===== src/hdl/assert_macros.svh =====
// Assertion macros shared by the decoder RTL.
// Needs clk_i and rst_ni in the scope of every use.
`ifndef ASSERT_MACROS_SVH
`define ASSERT_MACROS_SVH

// Property that must hold at every clock edge out of reset.
`define HRBD_ASSERT(lbl, cond, msg) \
  lbl: assert property (@(posedge clk_i) disable iff (!rst_ni) (cond)) else $error(msg);

// Consequent must hold in the cycle after the antecedent.
`define HRBD_ASSERT_NEXT(lbl, ante, cons, msg) \
  lbl: assert property (@(posedge clk_i) disable iff (!rst_ni) (ante) |=> (cons)) \
    else $error(msg);

`endif


===== src/hdl/hrbd_pkg.sv =====
// Types, constants and run-length tables of the Huffman/zero-run decoder.
// No dependencies.
package hrbd_pkg;

  localparam int unsigned MaxBlock       = 65536;
  localparam int unsigned TreeNodesDef   = 1024;
  localparam int unsigned MaxCodeBitsDef = 32;
  localparam int unsigned SymbolBits     = 9;
  localparam int unsigned RunBaseSymbol  = 256;
  localparam int unsigned LenW           = 17;

  typedef enum logic [3:0] {
    PH_MASTER, PH_HSIZE, PH_HCRC, PH_HMODE, PH_FILL, PH_COPY,
    PH_TFLAG, PH_TSYM, PH_WALK, PH_EXTRA, PH_DRAIN
  } phase_e;

  typedef enum logic [3:0] {
    S_IDLE, S_PRE, S_BIT, S_NEW, S_POP, S_LINK, S_WALK2, S_BLKDONE, S_END
  } ctrl_state_e;

  typedef enum logic [1:0] {
    ST_DATA = 2'd0,
    ST_OK   = 2'd1,
    ST_FAIL = 2'd2
  } status_e;

  typedef enum logic [1:0] {
    CFG_CAPACITY, CFG_COPY_CODE, CFG_FILL_CODE, CFG_HUFF_CODE
  } cfg_index_e;

  typedef struct packed {
    logic [31:0] out_capacity;
    logic [7:0]  copy_code;
    logic [7:0]  fill_code;
    logic [7:0]  huff_code;
  } cfg_t;

  typedef struct packed {
    logic [7:0]      value;
    logic [LenW-1:0] run_length;
    status_e         status;
    logic            stream_end;
  } result_t;

  function automatic logic [8:0] run_base(input logic [2:0] k);
    case (k)
      3'd0:    return 9'd2;
      3'd1:    return 9'd3;
      3'd2:    return 9'd7;
      3'd3:    return 9'd23;
      default: return 9'd279;
    endcase
  endfunction

  function automatic logic [5:0] run_extra(input logic [2:0] k);
    case (k)
      3'd0:    return 6'd0;
      3'd1:    return 6'd2;
      3'd2:    return 6'd4;
      3'd3:    return 6'd8;
      default: return 6'd14;
    endcase
  endfunction

endpackage


===== src/hdl/hrbd_out.sv =====
// Output register stage of the decoder result channel.
// Depends on hrbd_pkg and assert_macros.svh.
`include "assert_macros.svh"
module hrbd_out import hrbd_pkg::*; (
  input  logic            clk_i,
  input  logic            rst_ni,
  input  logic            load_i,
  input  result_t         result_i,
  output logic            free_o,
  input  logic            out_ready_i,
  output logic            out_valid_o,
  output logic [7:0]      out_value_o,
  output logic [LenW-1:0] run_length_o,
  output logic [1:0]      status_o,
  output logic            stream_end_o
);

  logic    valid_q, valid_d;
  result_t data_q;

  assign free_o = !valid_q || out_ready_i;

  always_comb begin
    valid_d = valid_q;
    if (load_i) begin
      valid_d = 1'b1;
    end else if (out_ready_i) begin
      valid_d = 1'b0;
    end
  end

  always_ff @(posedge clk_i or negedge rst_ni) begin
    if (!rst_ni) begin
      valid_q <= 1'b0;
    end else begin
      valid_q <= valid_d;
    end
  end

  always_ff @(posedge clk_i) begin
    if (load_i) begin
      data_q <= result_i;
    end
  end

  assign out_valid_o  = valid_q;
  assign out_value_o  = data_q.value;
  assign run_length_o = data_q.run_length;
  assign status_o     = data_q.status;
  assign stream_end_o = data_q.stream_end;

  `HRBD_ASSERT(a_no_overrun, !(load_i && valid_q && !out_ready_i), "result beat overwritten")

endmodule


===== config.mk =====
export PLATFORM = sky130hd
export DESIGN_NAME = hrbd_out
export DESIGN_NICKNAME = d
export VERILOG_FILES = /design/src/hdl/hrbd_pkg.sv /design/src/hdl/hrbd_out.sv
export VERILOG_INCLUDE_DIRS = /design/src /design/src/hdl
export SDC_FILE = /design/constraint.sdc
export NUM_CORES = 1
export LEC_CHECK = 0
export BUFFER_PORTS_ARGS = -buffer_cell sky130_fd_sc_hd__buf_2
export CORE_MARGIN = 5
export CORE_UTILIZATION = 39
export DETAILED_ROUTE_END_ITERATION = 7
export PLACE_DENSITY_LB_ADDON = 0.1
export SLEW_MARGIN = 20
export SYNTH_ARGS = -nofsm -noshare
export SYNTH_HDL_FRONTEND = slang
export SYNTH_SLANG_ARGS = --single-unit
export TNS_END_PERCENT = 50

===== constraint.sdc =====
create_clock -name clk_i -period 0.8 [get_ports clk_i]
set_input_delay 0.08 -clock clk_i [delete_from_list [all_inputs] [get_ports clk_i]]
set_output_delay 0.08 -clock clk_i [all_outputs]
set_load 0.01 [all_outputs]

# Word-level counts from Yosys, hierarchy flattened
# Cells that the tools add are included.
# word_totals
elab_cells	10
inputBits	32
output_inout_bits	30
register_bits	29
# classes
mux	2
n_reduce_logical	3
# ops
op	n
1-bit 2-to-1 mux	2
2-bit nonzero test	1
1-bit logical NOT	1
1-bit logical OR	1

# Longest topological paths before layout
# Gate-level depths: netlist of the first run.
# depth
word_depth	2
ltp_mapped	2
mapped_depth_nobuf	2

# Least setup slack after synthesis of the first run
# OpenSTA, ideal clock, no wires.
# synth_timing
path_kind	reg-to-reg
start	register, netlist name out_valid_o
end	register valid_q (netlist: out_valid_o)
period_less_slack_ns	0.689
path_slack_ns	0.111
path_buffers	0
t_arrival_ns	0.568
setup_time_ns	0.121
path_stages_with_launch	3
required_ns	0.679
cell_sequence	dfrtp_1 -> nand2b_4 -> nand2b_2
# synth_rtl
item	line_no	source
to (signal assigned)	hrbd_out.sv:36	valid_q <= valid_d;
to (decl)	hrbd_out.sv:18	logic valid_q, valid_d;

# Worst setup path after layout of the first run
# layout_timing
start	register valid_q (netlist: out_valid_o)
end	output free_o
# layout_via
elab_chain_cells	2
# layout_lines
item	line_no	source
1-bit logical NOT	hrbd_out.sv:21	assign free_o = !valid_q || out_ready_i;
1-bit logical OR	hrbd_out.sv:21	
to (decl)	hrbd_out.sv:9	output logic free_o,
# Every way passes these cells.

==> out/results.txt, run 1 <==
status = finished, violations left
failing checks = negative setup slack
largest net degree at the start of global routing = 18
Total Power = 3.02 mW
Synth Register Bits = 29
worst-path cell chain = nand2b_4, buf_6
yosys synthesis warning count = 0
final hold vios = 0
Least-Margin Pin Slew = 0.123 ns
core area = 0.00219 mm^2
DIE WIDTH = 57.7 um
H-tree depth = 2
unrepaired setup endpoints after global routing = yes
clk sinks = 29
post-synth top area cell = edfxtp_1
vias in the first global route = 750
synth top area cells = edfxtp_1, dfrtp_1, nand2b_4, nand2b_2
Die H = 57.7 um
min Tclk post-route = 0.989 ns
worst rel slew slack = 91.8%
1st-iter DRT viols = 7
worst skew pair latency = 0.32 ns
Post-synth EDFFs = 28
Max VDD drop = 1550 uV
Placement Rows = 17
worst r2r path cells = 3
antenna cell count = 0
Worst Skew = 0 ns
Inserted Clock Buffers = 5
Area growth syn-to-layout = 82.1%
WP data required = 0.72 ns
count leader, synth = edfxtp_1
PortBufs = 61
synthesized area per cell = 28.7 um^2
Pleak = 0.708 nW
initial antenna violation count = 0
final setup fails = 30
ys async rst share = 3.45%
setup slack after layout = -0.189 ns
share of layout cells above drive strength 1 = 54.2%
Syn Inst Count = 31
R2R setup slack = 0.06 ns
mapped cell area = 888 um^2
DR WL/cell = 13.7 um
count of unique library cells instantiated by Yosys = 4
Via density = 4.15
Finished Cell Area = 0.00162 mm^2
Hold Path Class = in2async
Final Wtd Congestion = 0.647
slowest stage cell on the critical path = dfrtp_1
Worst Path Class, Setup = reg2out
Crit path max-delay family = flip-flops
CP Depth = 2
Ports = 62
main flop type after synthesis = edfxtp_1
clock-pin transition on the worst setup and hold timing paths = 0.09 ns
root buffer cell = clkbuf_4
CTS tree = built
period utilization = 124%
first-pass GRT wire length = 3.63 mm
CTS Buffer Depth = 2
CP max stage delay = 0.41 ns
Max FO, Critical Path = 2
Slew Viols, Final = 0
Commonest cells post-synth = edfxtp_1, dfrtp_1, nand2b_2, nand2b_4
DP Area = 0.00127 mm^2
gr ovfl total = 0
starting density of the core = 40.5%
Max-cap violations = 0
DRC Markers = 0
via count = 660
pwr dens = 1870 mW/mm^2
Total GRT Usage = 15.3%
Buf/Inv on CP = 1
share of the synthesized area in the top cell type = 94.6%
Setup crit end kind = primary output
Layout Nets = 163
Peak Freq = 1010 MHz
WP data arrival = 0.91 ns
Setup TNS = -3.15 ns
Syn Nets = 63
Post-Route WL = 2.18 mm
placed instance count = 122
Finished Layout Cells = 159
CP Launch Type = register
Final ANT Viol Nets = 0
register area share after synthesis = 97.5%
Initial DRT Pass Iterations = 2
DIE AREA = 0.00333 mm^2
state kept, by name, indices dropped and copies added, names as in the netlist:
| signal | count |
|---|---|
| out_value_o | 8 |
| out_valid_o | 1 |
| stream_end_o | 1 |
| run_length_o | 17 |
| status_o | 2 |
per-stage QoR:
step                util [%]  worst slack [ns]  hold WS, ns
floorplan                  -             0.111       -0.216
global placement        57.9             0.125       -0.144
detailed placement      57.9             0.122       -0.144
CTS                     73.8            -0.202       0.0424
global route            73.8            -0.253       0.0301
finish                  73.8            -0.189       0.0576
worst paths after layout:
path	from	to
hold / removal	rst_ni	out_valid_o
setup / recovery	out_valid_o	free_o
setup reg to reg	out_valid_o	out_valid_o
hold reg to reg	out_valid_o	out_valid_o
min in group clk_i	out_ready_i	out_valid_o
max in group asynchronous	rst_ni	out_valid_o
cells by family after synthesis:
| logic type | after synthesis | share of synthesized area (%) |
|---|---|---|
| flip-flops | 29 | 97.5 |
| AND/OR/NAND/NOR | 2 | 2.54 |
routing by layer:
layer	routed length, um	track usage [%]	vias to the layer above
met5	0	0	-
met2	1170	27.6	39
li1	-	-	324
met3	277	8.91	4
met4	29	4.97	0
met1	703	14.5	293
where the power goes:
group	internal (mW)	leakage (nW)	switching (mW)
Combinational	0.256	0.398	0.179
Sequential	1.79	0.285	0.0275
Clock	0.318	0.0258	0.450
final cells by class:
type                    instances  area (um^2)
flip-flops and latches         29          866
repair buffers                 93          649
fillers                       134          573
clock buffers                   6         41.3
well taps                      28         35.0
multi-input cells               2         22.5
clock inverters                 1         3.75
what timing repair did:
item | CTS | global route
hold endpoints to repair | 29 | 0
buffers inserted | 1 | 0
gates resized for setup | 1 | 0
endpoints found under the setup margin | 30 | 30
pin swaps | 0 | 0
hold buffers | 29 | 0
layout by cell type (no fill, tap or decap):
cell type      count
nand2b_2           1
edfxtp_1          28
clkbuf_4           5
dfrtp_1            1
dlygate4sd3_1     29
buf_2             60
buf_4              1
buf_12             2
buf_6              1
clkinv_1           1
nand2b_4           1
clkbuf_1           1
Power figures use the tool's default switching activity.
==> inputs of run 2 (changes only) <==
RECOVER_POWER = 25   (was default)
==> run 2 against run 1 <==
  * The flow still finishes with violations (negative setup slack)
  * Final cell count unchanged
  * Wire length decreased by 0.64%
  * Global-route usage unchanged
  * Critical path type unchanged
==> out/results.txt, run 2 (same netlist as run 1, synthesis figures left out) <==
worst skew pair latency = 0.31 ns
via count = 659
Final ANT Viol Nets = 0
Total GRT Usage = 15.3%
Worst R2R End = out_valid_o
worst rel slew slack = 59.2%
min Tclk post-route = 0.987 ns
CP max stage delay = 0.41 ns
filler cell count = 137
share of layout cells above drive strength 1 = 52.7%
pwr dens = 1890 mW/mm^2
core area = 0.00219 mm^2
starting density of the core = 40.5%
R2R setup slack = 0.06 ns
most frequent cells in the layout = buf_2, dlygate4sd3_1, edfxtp_1
period utilization = 123%
Multi-input gate area = 22.5 um^2
PortBufs = 61
Max VDD drop = 1550 uV
WP data arrival = 0.91 ns
antenna cell count = 0
CTS tree = built
DIE AREA = 0.00333 mm^2
dpl ws = 0.122 ns
crit path to = free_o
unrepaired setup endpoints after global routing = yes
Layout Nets = 163
worst-path cell chain = nand2b_4, buf_6
Finished Layout Cells = 159
Via density = 4.14
root buffer cell = clkbuf_4
Area growth syn-to-layout = 78.5%
Final Wtd Congestion = 0.647
WP data required = 0.72 ns
Hold Path Class = in2async
Least-Margin Pin Slew = 0.612 ns
Ports = 62
crit path launch = out_valid_o
H-tree depth = 2
Setup crit end kind = primary output
Pleak = 0.692 nW
R2R Path Start = out_valid_o
status = finished, violations left
clock-pin transition on the worst setup and hold timing paths = 0.08 ns
DR WL/cell = 13.6 um
clk sinks = 29
slowest stage cell on the critical path = dfrtp_1
Peak Freq = 1010 MHz
placed instance count = 122
gr ovfl total = 0
1st-iter DRT viols = 15
Placement Rows = 17
Initial DRT Pass Iterations = 2
max reg flops = 17
Die H = 57.7 um
DRC Markers = 0
worst r2r path cells = 3
DIE WIDTH = 57.7 um
Inserted Clock Buffers = 5
commonest non-fill, non-tap cell in the layout = buf_2
vias in the first global route = 750
setup slack after layout = -0.187 ns
Post-Route WL = 2.16 mm
failing checks = negative setup slack
CP Launch Type = register
first-pass GRT wire length = 3.63 mm
Max-cap violations = 0
Worst Path Class, Setup = reg2out
largest net degree at the start of global routing = 18
initial antenna violation count = 0
Max FO, Critical Path = 2
final hold vios = 0
Storage cell area = 866 um^2
Slew Viols, Final = 0
CTS Buffer Depth = 2
final setup fails = 30
Worst Skew = 0 ns
==> run 2: cell types whose count changed in the layout (fill, tap and decap cells not counted) <==
cell,delta
buf_12,-2
buf_2,-1
clkbuf_2,+1
clkbuf_1,+2
==> run 2: cell type report <==
type / instances / area share (%)
Clock buffer: 6 / 2.60
Timing Repair Buffer: 93 / 38.9
Sequential cell: 29 / 54.6
Clock inverter: 1 / 0.237
Tap cell: 28 / 2.21
Multi-Input combinational cell: 2 / 1.42
==> run 2: routing by layer <==
layer | vias up | GRT usage, % | share of wire, %
met3 | 4 | 8.91 | 13
met1 | 292 | 14.5 | 31
li1 | 324 | - | -
met2 | 39 | 27.6 | 54
met4 | 0 | 4.97 | 1.3
met5 | - | 0 | 0
==> run 2: through the flow <==
| stage | setup TNS, ns | util [%] | power (mW) | area (um^2) | hold slack, ns |
|---|---|---|---|---|---|
| 2_1_floorplan | 0 | - | 1.94 | 888 | -0.216 |
| 5_1_grt | -5.12 | 72.4 | 3.19 | 1590 | 0.0301 |
| 3_3_place_gp | 0 | 57.9 | 2.17 | 1270 | -0.144 |
| 6_report | -3.14 | 72.4 | 3.00 | 1590 | 0.0580 |
| 4_1_cts | -3.72 | 73.8 | 3.05 | 1620 | 0.0424 |
| 3_5_place_dp | 0 | 57.9 | 2.18 | 1270 | -0.144 |
==> run 2: critical path: cells and delay by family (launching register included) <==
kind | cells | cell delay, ns
buffers and inverters | 1 | 0.10
flip-flops | 1 | 0.41
AND/OR/NAND/NOR | 1 | 0.08
==> run 2: worst min path at each step <==
| stage | end | startpoint | depth (start not counted) | slack [ns] |
|---|---|---|---|---|
| floorplan | out_valid_o | rst_ni | 0 | -0.22 |
| finish | out_valid_o | rst_ni | 2 | 0.06 |
| CTS | out_valid_o | rst_ni | 2 | 0.04 |
| global placement | out_valid_o | rst_ni | 1 | -0.14 |
| detailed placement | out_valid_o | rst_ni | 1 | -0.14 |
| global route | out_valid_o | rst_ni | 2 | 0.03 |
==> run 2: timing repair <==
item / in CTS / in global routing
gates cloned: 0 / 0
endpoints found under the hold margin: 29 / 0
hold buffers: 29 / 0
resized for setup: 1 / 0
setup endpoints to repair: 30 / 30
buffers inserted: 1 / 0
==> run 2: report_power, final <==
group          switching (mW)  internal (mW)
clock network           0.449          0.318
registers              0.0275           1.79
logic                   0.176          0.238
total                   0.652           2.35
==> inputs of run 3 (changes only) <==
--- a/config.mk
+++ b/config.mk
@@ -13,4 +13,5 @@
 export PLACE_DENSITY_LB_ADDON = 0.1
 export RECOVER_POWER = 25
+export SETUP_SLACK_MARGIN = 0.02
 export SLEW_MARGIN = 20
 export SYNTH_ARGS = -nofsm -noshare
==> constraint.sdc (replaced) <==
create_clock -name clk_i -period 0.8 [get_ports clk_i]
set_input_delay 0.16 -clock clk_i [delete_from_list [all_inputs] [get_ports clk_i]]
set_output_delay 0.16 -clock clk_i [all_outputs]
set_load 0.01 [all_outputs]
==> run 3 against run 2 <==
  * The flow still finishes with violations (negative setup slack)
  * Clock skew unchanged
  * Global-route usage down 4.2 points
  * Largest cell class unchanged
  * Flip-flop and latch count unchanged
  * Cell area down 12%
  * Critical endpoint unchanged
  * Wire length down 17%
  * Largest power group unchanged
  * Critical path type unchanged
  * Power down 2.4%
  * Worst hold slack worse by 0.036 ns
  * Highest routed layer unchanged
==> out/results.txt, run 3 (same netlist as run 1, synthesis figures left out) <==
Hold Path Class = in2reg
Slew Viols, Final = 0
Total Power = 2.93 mW
CTS Buffer Depth = 2
DP Area = 0.00127 mm^2
Ports = 62
final hold vios = 0
Setup TNS = -5.29 ns
Final Wtd Congestion = 0.651
Initial DRT Pass Iterations = 4
most frequent cells in the layout = buf_2, edfxtp_1, dlygate4sd3_1
CP Launch Type = register
final setup fails = 30
placed instance count = 122
H-tree depth = 2
Inserted Clock Buffers = 5
Worst Skew = 0 ns
R2R setup slack = 0.06 ns
DR WL/cell = 13.0 um
CTS tree = built
Via density = 4.34
Area growth syn-to-layout = 56.6%
DIE AREA = 0.00333 mm^2
Peak Freq = 950 MHz
WP data required = 0.64 ns
Internal = 2.33 mW
starting density of the core = 40.5%
Final ANT Viol Nets = 0
commonest non-fill, non-tap cell in the layout = buf_2
Max-cap violations = 0
vias in the first global route = 589
Die H = 57.7 um
Layout Nets = 140
largest net degree at the start of global routing = 18
DIE WIDTH = 57.7 um
gr ovfl total = 0
Hold WS = 0.0221 ns
unrepaired setup endpoints after global routing = yes
Post-Route WL = 1.79 mm
clock-pin transition on the worst setup and hold timing paths = 0.08 ns
Placement Rows = 17
DRC Markers = 0
Hold Crit Depth = 1
worst r2r path cells = 3
Pleak = 0.613 nW
failing checks = negative setup slack
hold endpoint = run_length_o[11]
clock power share = 26.0%
clk sinks = 29
Core Util, Final = 63.5%
Worst R2R End = out_valid_o
root buffer cell = clkbuf_4
worst rel slew slack = 92.0%
max reg flops = 17
Least-Margin Pin Slew = 0.119 ns
via count = 594
Hold Crit Start = result_i[14]
Reg power frac = 62.2%
worst skew pair latency = 0.31 ns
Setup crit end kind = primary output
setup slack after layout = -0.252 ns
period utilization = 132%
antenna cell count = 0
dpl ws = 0.0417 ns
PortBufs = 61
core area = 0.00219 mm^2
combinational cell fraction of total power = 11.7%
Finished Layout Cells = 137
WP data arrival = 0.89 ns
R2R Path Start = out_valid_o
share of layout cells above drive strength 1 = 65.1%
status = finished, violations left
Finished Cell Area = 0.00139 mm^2
min Tclk post-route = 1.05 ns
switching share of total power = 20.6%
pwr dens = 2110 mW/mm^2
1st-iter DRT viols = 7
Max VDD drop = 1340 uV
Switch Pwr = 0.605 mW
first-pass GRT wire length = 2.58 mm
Worst Path Class, Setup = reg2out
initial antenna violation count = 0
Total GRT Usage = 11.1%
Max FO, Critical Path = 2
==> run 3: cell types whose count changed in the layout (fill, tap and decap cells not counted) <==
cell | before | now
clkinv_1 | 1 | 0
buf_12 | 0 | 2
dlygate4sd3_1 | 29 | 6
buf_2 | 59 | 60
clkbuf_2 | 1 | 0
==> run 3: worst max-delay path: stages, from the launching register on <==
cell and delay [ns]:
dfrtp_1 0.41, nand2b_4 0.08, buf_6 0.10
==> run 3: routing by layer <==
layer	track usage (%)	part of all wire, %	wire [um]
met1	10.4	35	629
met2	18.5	50	898
met3	8.24	13	239
met4	3.97	1.1	19
met5	0	0	0
==> run 3: final cells by class <==
cell class / count / area, um^2
fill: 172 / 800
multi-input combinational: 2 / 22.5
tap: 28 / 35.0
sequential: 29 / 866
clock buffer: 8 / 48.8
timing repair buffer: 70 / 419
==> run 3: worst max-delay path by stage <==
| stage | start | to | depth (start not counted) |
|---|---|---|---|
| 5_1_grt | out_valid_o | free_o | 2 |
| 4_1_cts | out_valid_o | free_o | 2 |
| 3_5_place_dp | load_i | out_value_o[1] | 2 |
| 6_report | out_valid_o | free_o | 2 |
| 2_1_floorplan | out_valid_o | out_valid_o | 2 |
| 3_3_place_gp | load_i | out_value_o[1] | 2 |
==> run 3: what timing repair did <==
action	4_1_cts	5_1_grt
setup buffers	1	0
endpoints found under the setup margin	30	30
gates resized for setup	1	0
endpoints found under the hold margin	1	5
hold buffers	1	5
==> run 3: power by group through the flow <==
stage	registers, mW	logic (mW)	clock network [mW]
4_1_cts	1.83	0.332	0.799
5_1_grt	1.84	0.373	0.867
3_3_place_gp	1.86	0.314	0
3_5_place_dp	1.86	0.319	0
6_report	1.82	0.344	0.763
2_1_floorplan	1.93	0.0117	0
